--- config.mk ---
export PLATFORM = sky130hd
export DESIGN_NAME = shadowed_tick_pwm
export DESIGN_NICKNAME = d
export VERILOG_FILES = /design/src/rtl/core/stp_pkg.sv /design/src/rtl/core/stp_times.sv /design/src/rtl/core/shadowed_tick_pwm.sv
export SDC_FILE = /design/constraint.sdc
export NUM_CORES = 2
export LEC_CHECK = 0
export ABC_CLOCK_PERIOD_IN_PS = 15030
export BUFFER_PORTS_ARGS = -buffer_cell sky130_fd_sc_hd__buf_4
export CORE_MARGIN = 2
export CORE_UTILIZATION = 50
export DETAILED_ROUTE_END_ITERATION = 12
export HOLD_SLACK_MARGIN = 0.02
export PLACE_DENSITY = 0.77
export SYNTH_ARGS = -nofsm -noshare
export SYNTH_HDL_FRONTEND = slang
export SYNTH_HIERARCHICAL = 1
export SYNTH_SLANG_ARGS = --single-unit
--- constraint.sdc ---
create_clock -name clk -period 15.03 [get_ports clk]
set_input_delay 3.006 -clock clk [delete_from_list [all_inputs] [get_ports clk]]
set_output_delay 3.006 -clock clk [all_outputs]
set_load 0.05 [all_outputs]
--- src/rtl/core/stp_pkg.sv ---
// Shared types and constants for the shadowed tick PWM generator.
package stp_pkg;

  localparam int unsigned PERIOD_W = 32;
  localparam int unsigned DUTY_W   = 17;

  // Q1.16 duty, this value means fully on
  localparam logic [DUTY_W-1:0] DUTY_ONE = 17'd65536;

  localparam logic [PERIOD_W-1:0] RESET_PERIOD = 32'd1000;
  localparam logic [DUTY_W-1:0]   RESET_DUTY   = 17'd32768;
  localparam logic [63:0] RESET_PROD = 64'(RESET_PERIOD) * 64'(RESET_DUTY);
  localparam logic [PERIOD_W-1:0] RESET_ACTIVE = RESET_PROD[47:16];

  typedef enum logic [0:0] {
    REG_INITIAL_PERIOD = 1'b0,
    REG_INITIAL_DUTY   = 1'b1
  } stp_reg_t;

  typedef struct packed {
    logic                req_type;
    logic [PERIOD_W-1:0] new_period;
    logic [DUTY_W-1:0]   new_duty;
    logic                shadow_mode;
  } stp_req_t;

  typedef struct packed {
    logic pwm_level;
    logic period_start;
  } stp_res_t;

endpackage

--- src/rtl/core/stp_times.sv ---
// Active time of a PWM period: clamped Q1.16 duty times period, truncated.
module stp_times (
  input  logic [stp_pkg::PERIOD_W-1:0] period,
  input  logic [stp_pkg::DUTY_W-1:0]   duty,
  output logic [stp_pkg::PERIOD_W-1:0] active
);
  import stp_pkg::*;

  logic [DUTY_W-1:0]          duty_clamped;
  logic [PERIOD_W+DUTY_W-1:0] prod;

  assign duty_clamped = (duty > DUTY_ONE) ? DUTY_ONE : duty;
  assign prod = {{DUTY_W{1'b0}}, period} * {{PERIOD_W{1'b0}}, duty_clamped};
  // duty never exceeds one, so the shifted product fits in the period width
  assign active = prod[PERIOD_W+15:16];

endmodule

--- src/rtl/core/shadowed_tick_pwm.sv ---
// Top level: tick-driven PWM generator with shadowed period and duty updates.
// Each request (a tick or a period/duty update) returns one result with the
// output level after the request and a flag for a tick that began the active
// phase. Requests are taken one per cycle while the output side does not stall;
// each request passes through the request register and then the result
// register, and the state update between them has as its longest path the
// 32x17 active-time multiply.
// The request register and the result register let a new request enter while
// a finished result still waits. Writing either configuration register
// restarts the generator at the start of an active phase with those values.
module shadowed_tick_pwm (
  input  logic                         clk,
  input  logic                         rst,
  input  logic                         req_valid,
  output logic                         req_stall,
  input  stp_pkg::stp_req_t            req,
  output logic                         res_valid,
  input  logic                         res_stall,
  output stp_pkg::stp_res_t            res,
  input  logic                         cfg_we,
  input  logic [0:0]                   cfg_index,
  input  logic [stp_pkg::PERIOD_W-1:0] cfg_wdata
);
  import stp_pkg::*;

  // request register
  logic     item_valid;
  stp_req_t item;
  logic     go;

  // configuration
  logic [PERIOD_W-1:0] reg_period;
  logic [DUTY_W-1:0]   reg_duty;

  // generator state
  logic                level, level_next;
  logic [PERIOD_W-1:0] elapsed, elapsed_next;
  logic [PERIOD_W-1:0] phase_length, phase_length_next;
  logic [PERIOD_W-1:0] period_now, period_now_next;
  logic [PERIOD_W-1:0] active_time, active_time_next;
  logic [PERIOD_W-1:0] pending_period, pending_period_next;
  logic [PERIOD_W-1:0] pending_active, pending_active_next;
  logic                deferred_flag, deferred_flag_next;
  logic                started;

  logic [PERIOD_W-1:0] elapsed_inc;
  logic [PERIOD_W-1:0] op_period;
  logic [DUTY_W-1:0]   op_duty;
  logic [PERIOD_W-1:0] op_active;

  assign go        = item_valid && (!res_valid || !res_stall);
  assign req_stall = item_valid && !go;

  always_ff @(posedge clk) begin
    if (rst) begin
      item_valid <= 1'b0;
    end else if (req_valid && !req_stall) begin
      item_valid <= 1'b1;
    end else if (go) begin
      item_valid <= 1'b0;
    end
  end

  always_ff @(posedge clk) begin
    if (req_valid && !req_stall) begin
      item <= req;
    end
  end

  // share the multiplier between restart on a register write and updates
  always_comb begin
    op_period = item.new_period;
    op_duty   = item.new_duty;
    if (cfg_we) begin
      op_period = (cfg_index == REG_INITIAL_PERIOD) ? cfg_wdata : reg_period;
      op_duty   = (cfg_index == REG_INITIAL_DUTY) ? cfg_wdata[DUTY_W-1:0] : reg_duty;
    end
  end

  stp_times u_times (
    .period (op_period),
    .duty   (op_duty),
    .active (op_active)
  );

  always_ff @(posedge clk) begin
    if (rst) begin
      reg_period <= RESET_PERIOD;
      reg_duty   <= RESET_DUTY;
    end else if (cfg_we) begin
      unique case (cfg_index)
        REG_INITIAL_PERIOD: reg_period <= cfg_wdata;
        REG_INITIAL_DUTY:   reg_duty   <= cfg_wdata[DUTY_W-1:0];
        default:            reg_period <= reg_period;
      endcase
    end
  end

  assign elapsed_inc = elapsed + 32'd1;

  always_comb begin
    level_next          = level;
    elapsed_next        = elapsed;
    phase_length_next   = phase_length;
    period_now_next     = period_now;
    active_time_next    = active_time;
    pending_period_next = pending_period;
    pending_active_next = pending_active;
    deferred_flag_next  = deferred_flag;
    started             = 1'b0;
    priority if (cfg_we) begin
      // restart as after reset with the written values
      level_next          = 1'b1;
      elapsed_next        = '0;
      phase_length_next   = op_active;
      period_now_next     = op_period;
      active_time_next    = op_active;
      pending_period_next = op_period;
      pending_active_next = op_active;
      deferred_flag_next  = 1'b0;
    end else if (go && item.req_type) begin
      deferred_flag_next  = item.shadow_mode;
      pending_period_next = op_period;
      pending_active_next = op_active;
      if (!item.shadow_mode) begin
        // running phase keeps its length; new times apply from the next toggle
        period_now_next  = op_period;
        active_time_next = op_active;
      end
    end else if (go) begin
      elapsed_next = elapsed_inc;
      if (elapsed_inc >= phase_length) begin
        elapsed_next = elapsed_inc - phase_length;
        if (level) begin
          level_next        = 1'b0;
          phase_length_next = period_now - active_time;
        end else begin
          level_next = 1'b1;
          started    = 1'b1;
          if (deferred_flag) begin
            period_now_next   = pending_period;
            active_time_next  = pending_active;
            phase_length_next = pending_active;
          end else begin
            phase_length_next = active_time;
          end
        end
      end
    end else begin
      started = 1'b0;
    end
  end

  always_ff @(posedge clk) begin
    if (rst) begin
      level          <= 1'b1;
      elapsed        <= '0;
      phase_length   <= RESET_ACTIVE;
      period_now     <= RESET_PERIOD;
      active_time    <= RESET_ACTIVE;
      pending_period <= RESET_PERIOD;
      pending_active <= RESET_ACTIVE;
      deferred_flag  <= 1'b0;
    end else begin
      level          <= level_next;
      elapsed        <= elapsed_next;
      phase_length   <= phase_length_next;
      period_now     <= period_now_next;
      active_time    <= active_time_next;
      pending_period <= pending_period_next;
      pending_active <= pending_active_next;
      deferred_flag  <= deferred_flag_next;
    end
  end

  // result register: load on every processed request, hold while stalled
  always_ff @(posedge clk) begin
    if (rst) begin
      res_valid <= 1'b0;
    end else if (go) begin
      res_valid <= 1'b1;
    end else if (!res_stall) begin
      res_valid <= 1'b0;
    end
  end

  always_ff @(posedge clk) begin
    if (go) begin
      res.pwm_level    <= level_next;
      res.period_start <= started;
    end
  end

  a_start_is_high: assert property (@(posedge clk) disable iff (rst)
    res_valid |-> (!res.period_start || res.pwm_level))
    else $error("period start reported with output low");

  a_update_keeps_level: assert property (@(posedge clk) disable iff (rst)
    (go && item.req_type && !cfg_we) |=> (level == $past(level)))
    else $error("update changed the output level");

  a_start_on_rise: assert property (@(posedge clk) disable iff (rst)
    (go && started) |=> (level && !$past(level)))
    else $error("period start without a rise of the level");

  a_item_held: assert property (@(posedge clk) disable iff (rst)
    (item_valid && !go) |=> (item_valid && $stable(item)))
    else $error("waiting request lost or changed");

endmodule
==> metrics.md <==
| Metric | Value |
|---|---|
| Die ar. | 69,800 µm² |
| Clk root buf | clkbuf_16 |
| Via density | 5.79 |
| Cts bufs inserted | 31 |
| Clk slew on worst S/H paths | 60 ps |
| Avg Cell Area, Syn | 8.37 µm² |
| Final wirelength | 94.5 mm |
| RSZ-0062 raised after global routing | no |
| Slew HR | 0.186 |
| Clock Sinks | 298 |
| Top FF cell, synth | dfxtp_1 |
| Total grt overflow | 0 |
| First-pass GRT wire length | 153 mm |
| Setup CP Type | primary input to flip-flop |
| Bufs on Longest Clock Path | 3 |
| WL met1 | 38.3 mm |
| Area of the multi-input gates | 24,400 µm² |
| GRT Total Usage | 0.275 |
| Initial cell density of the core | 0.505 |
| Die Wd | 264 µm |
| Status | finished clean |
| Largest family of logic cells by synthesized area | adder cells |
| Required time worst endpoint | 15,540 ps |
| CP Launch Type | primary input |
| Actual slew at the worst max-slew pin | 1220 ps |
| Synthesized net count | 4,760 |
| I/O Buffers | 92 |
| Pin count of the biggest net entering global routing | 125 |
| Final slew viol count | 0 |
| Setup Fix Bufs, Post-CTS | 0 |
| H-tree levels | 1 |
| Largest stage delay, worst path | 680 ps |
| Layout net count | 4,696 |
| Final hold vios | 0 |
| Vias in the first global route | 28,500 |
| CORE AREA | 67,000 µm² |
| Compound-gate portion of the synthesized area | 0.143 |
| TritonCTS clock tree | done |
| Post-layout min period | 11,400 ps |
| EDFF count, synth | 53 |
| Crit Path Max Fanout | 53 |
| Sequential cell area | 6500 µm² |
| Post-synthesis register bit count | 298 |
| Xor/xnor share of the synthesized area | 0.0308 |
| Synth Area in Simple Gates | 0.188 |
| Final period util | 0.758 |
| Initial antenna violation count | 1 |
| Gate Count Post-Synth | 4,042 |
| Placement row count | 95 |
| Ys Warns | 6 |
| Fin Setup TNS | 0 ps |
| Routed wl met3 | 7.58 mm |
| Post-DP HPWL | 69.9 mm |
| Routed length per instance | 19.4 µm |
| F_max | 87.8 MHz |
| Fraction of registers with async set or reset after synthesis | 0 |
| DIE HEIGHT | 264 µm |
| Type of the most critical hold path | flip-flop to flip-flop |
| Post-cts hold buffer count | 0 |
| Sequential fraction of the synthesis area | 0.192 |
| GP Congestion | 0.951 |
| Post-synthesis mux area share | 0.0220 |
| Top Metal Used | met4 |
| # resized after CTS | 0 |
| P&R area growth vs syn | 7.53% |
| Synth unique cells | 85 |
| Drt pass-1 iters | 6 |
| Skew final | 41.6 ps |
| CP dominant cell by count | fa_1 |
| Crit. End Element | flip-flop |
| DRC | 0 |
| Clk_lat worst skew | 610 ps |
| Final antenna-violating net count | 0 |
| DR vias | 28,200 |
| Post-Syn Area | 33,800 µm² |
| CP max stage cell | a2111oi_1 |
| Adder-cell share of the synthesized area | 0.332 |
| DR WL met2 | 43.7 mm |
| Ports | 93 |
| 1st-iter DRT viols | 2,329 |
| Share of post-route cells with drive strength above 1 | 0.0655 |
| Arr. time, crit path | 11,910 ps |
| Final setup viols | 0 |
| Number of max-cap violations | 0 |
| Layout fillers | 6,145 |
[Yosys cell counts, types with 38 or more instances]
| library cell | number | share of area |
|---|---|---|
| dfxtp_1 | 245 | 0.14 |
| and2_1 | 234 | 0.043 |
| clkbuf_1 | 208 | 0.023 |
| mux2i_1 | 70 | 0.021 |
| a211oi_1 | 53 | 0.012 |
| xor2_1 | 45 | 0.012 |
| nand2_1 | 602 | 0.067 |
| inv_1 | 578 | 0.064 |
| a21o_1 | 62 | 0.014 |
| nor2b_1 | 38 | 0.0070 |
| fa_1 | 448 | 0.27 |
| ha_1 | 181 | 0.067 |
| a21oi_1 | 284 | 0.042 |
| o21ai_0 | 115 | 0.017 |
| edfxtp_1 | 53 | 0.047 |
| xnor2_1 | 74 | 0.019 |
| o21a_1 | 61 | 0.014 |
| nor2_1 | 237 | 0.026 |
[path summary, 6_finish.rpt]
check | startpoint | end | slack (ps) | depth (start not counted)
worst max-delay path | cfg_index | active_time[30]$_SDFFE_PP0P_ | 3630 | 30
worst min register to register | reg_duty[0]$_SDFFE_PP0P_ | reg_duty[0]$_SDFFE_PP0P_ | 450 | 2
worst max register to register | reg_duty[16]$_SDFFE_PP0P_ | active_time[30]$_SDFFE_PP0P_ | 6560 | 29
worst min-delay path | reg_duty[0]$_SDFFE_PP0P_ | reg_duty[0]$_SDFFE_PP0P_ | 450 | 2
[final cells by class]
type,instances,share of cell area
Inverter,578,0.0596
Sequential cell,298,0.179
Timing Repair Buffer,147,0.0305
Multi-Input combinational cell,2922,0.670
Clock inverter,17,0.00801
Antenna cell,2,0.000138
Tap cell,873,0.0300
Clock buffer,41,0.0232
[worst max-delay path: cells and delay by family]
family                     cells  cell delay (ps)
adders and majority gates      7             3410
AOI/OAI and AO/OA              7             1860
buffers and inverters          9             1910
xor gates and xnor gates       1              540
and+or+nand+nor                5              860
muxes                          1              250
[metrics by stage]
stage          area (µm²)  worst slack, ps  hold WS [ps]  cells  utilization
2_1_floorplan       33800             3850           427   4042            -
3_3_place_gp        35200             3170           434   4818        0.526
3_5_place_dp        35200             3150           440   4818        0.526
4_1_cts             36400             3740           454   4876        0.543
5_1_grt             36400             3180           462   4877        0.543
6_report            36400             3630           454   4878        0.543
[cells by family (layout without fill, tap and decap cells)]
| family | after synthesis | in the layout |
|---|---|---|
| adder cells (fa/ha/maj) | 629 | 629 |
| buffers and inverters | 822 | 783 |
| flip-flops | 298 | 298 |
| other | 0 | 2 |
| AND/OR/NAND/NOR | 1343 | 1343 |
| multiplexers | 74 | 74 |
| XOR/XNOR | 119 | 119 |
| AO/OA/AOI/OAI | 757 | 757 |
[registers in the layout (all words and copies together) (netlist names), 17 cells and up]
register	cells
reg_duty	17
item	51
period_now	32
reg_period	32
elapsed	32
phase_length	32
pending_active	32
pending_period	32
active_time	32
[per-layer routing]
layer | vias up | global-route usage
met5 | - | 0
met4 | 0 | 0.122
met3 | 265 | 0.0349
met2 | 1250 | 0.450
met1 | 13800 | 0.364
li1 | 12900 | -
[placed cells by master (no fill, tap or decap), types with 70 or more instances in the layout]
cell type and n:
ha_1 181, buf_4 145, o21ai_0 115, mux2i_1 70
nor2_1 233, xnor2_1 74, and2_1 234, dfxtp_1 243
nand2_1 602, a21oi_1 279, inv_1 578, fa_1 448
Power is not shown: default switching activity piles up to over one toggle a cycle in this logic, so the estimate is an artifact.
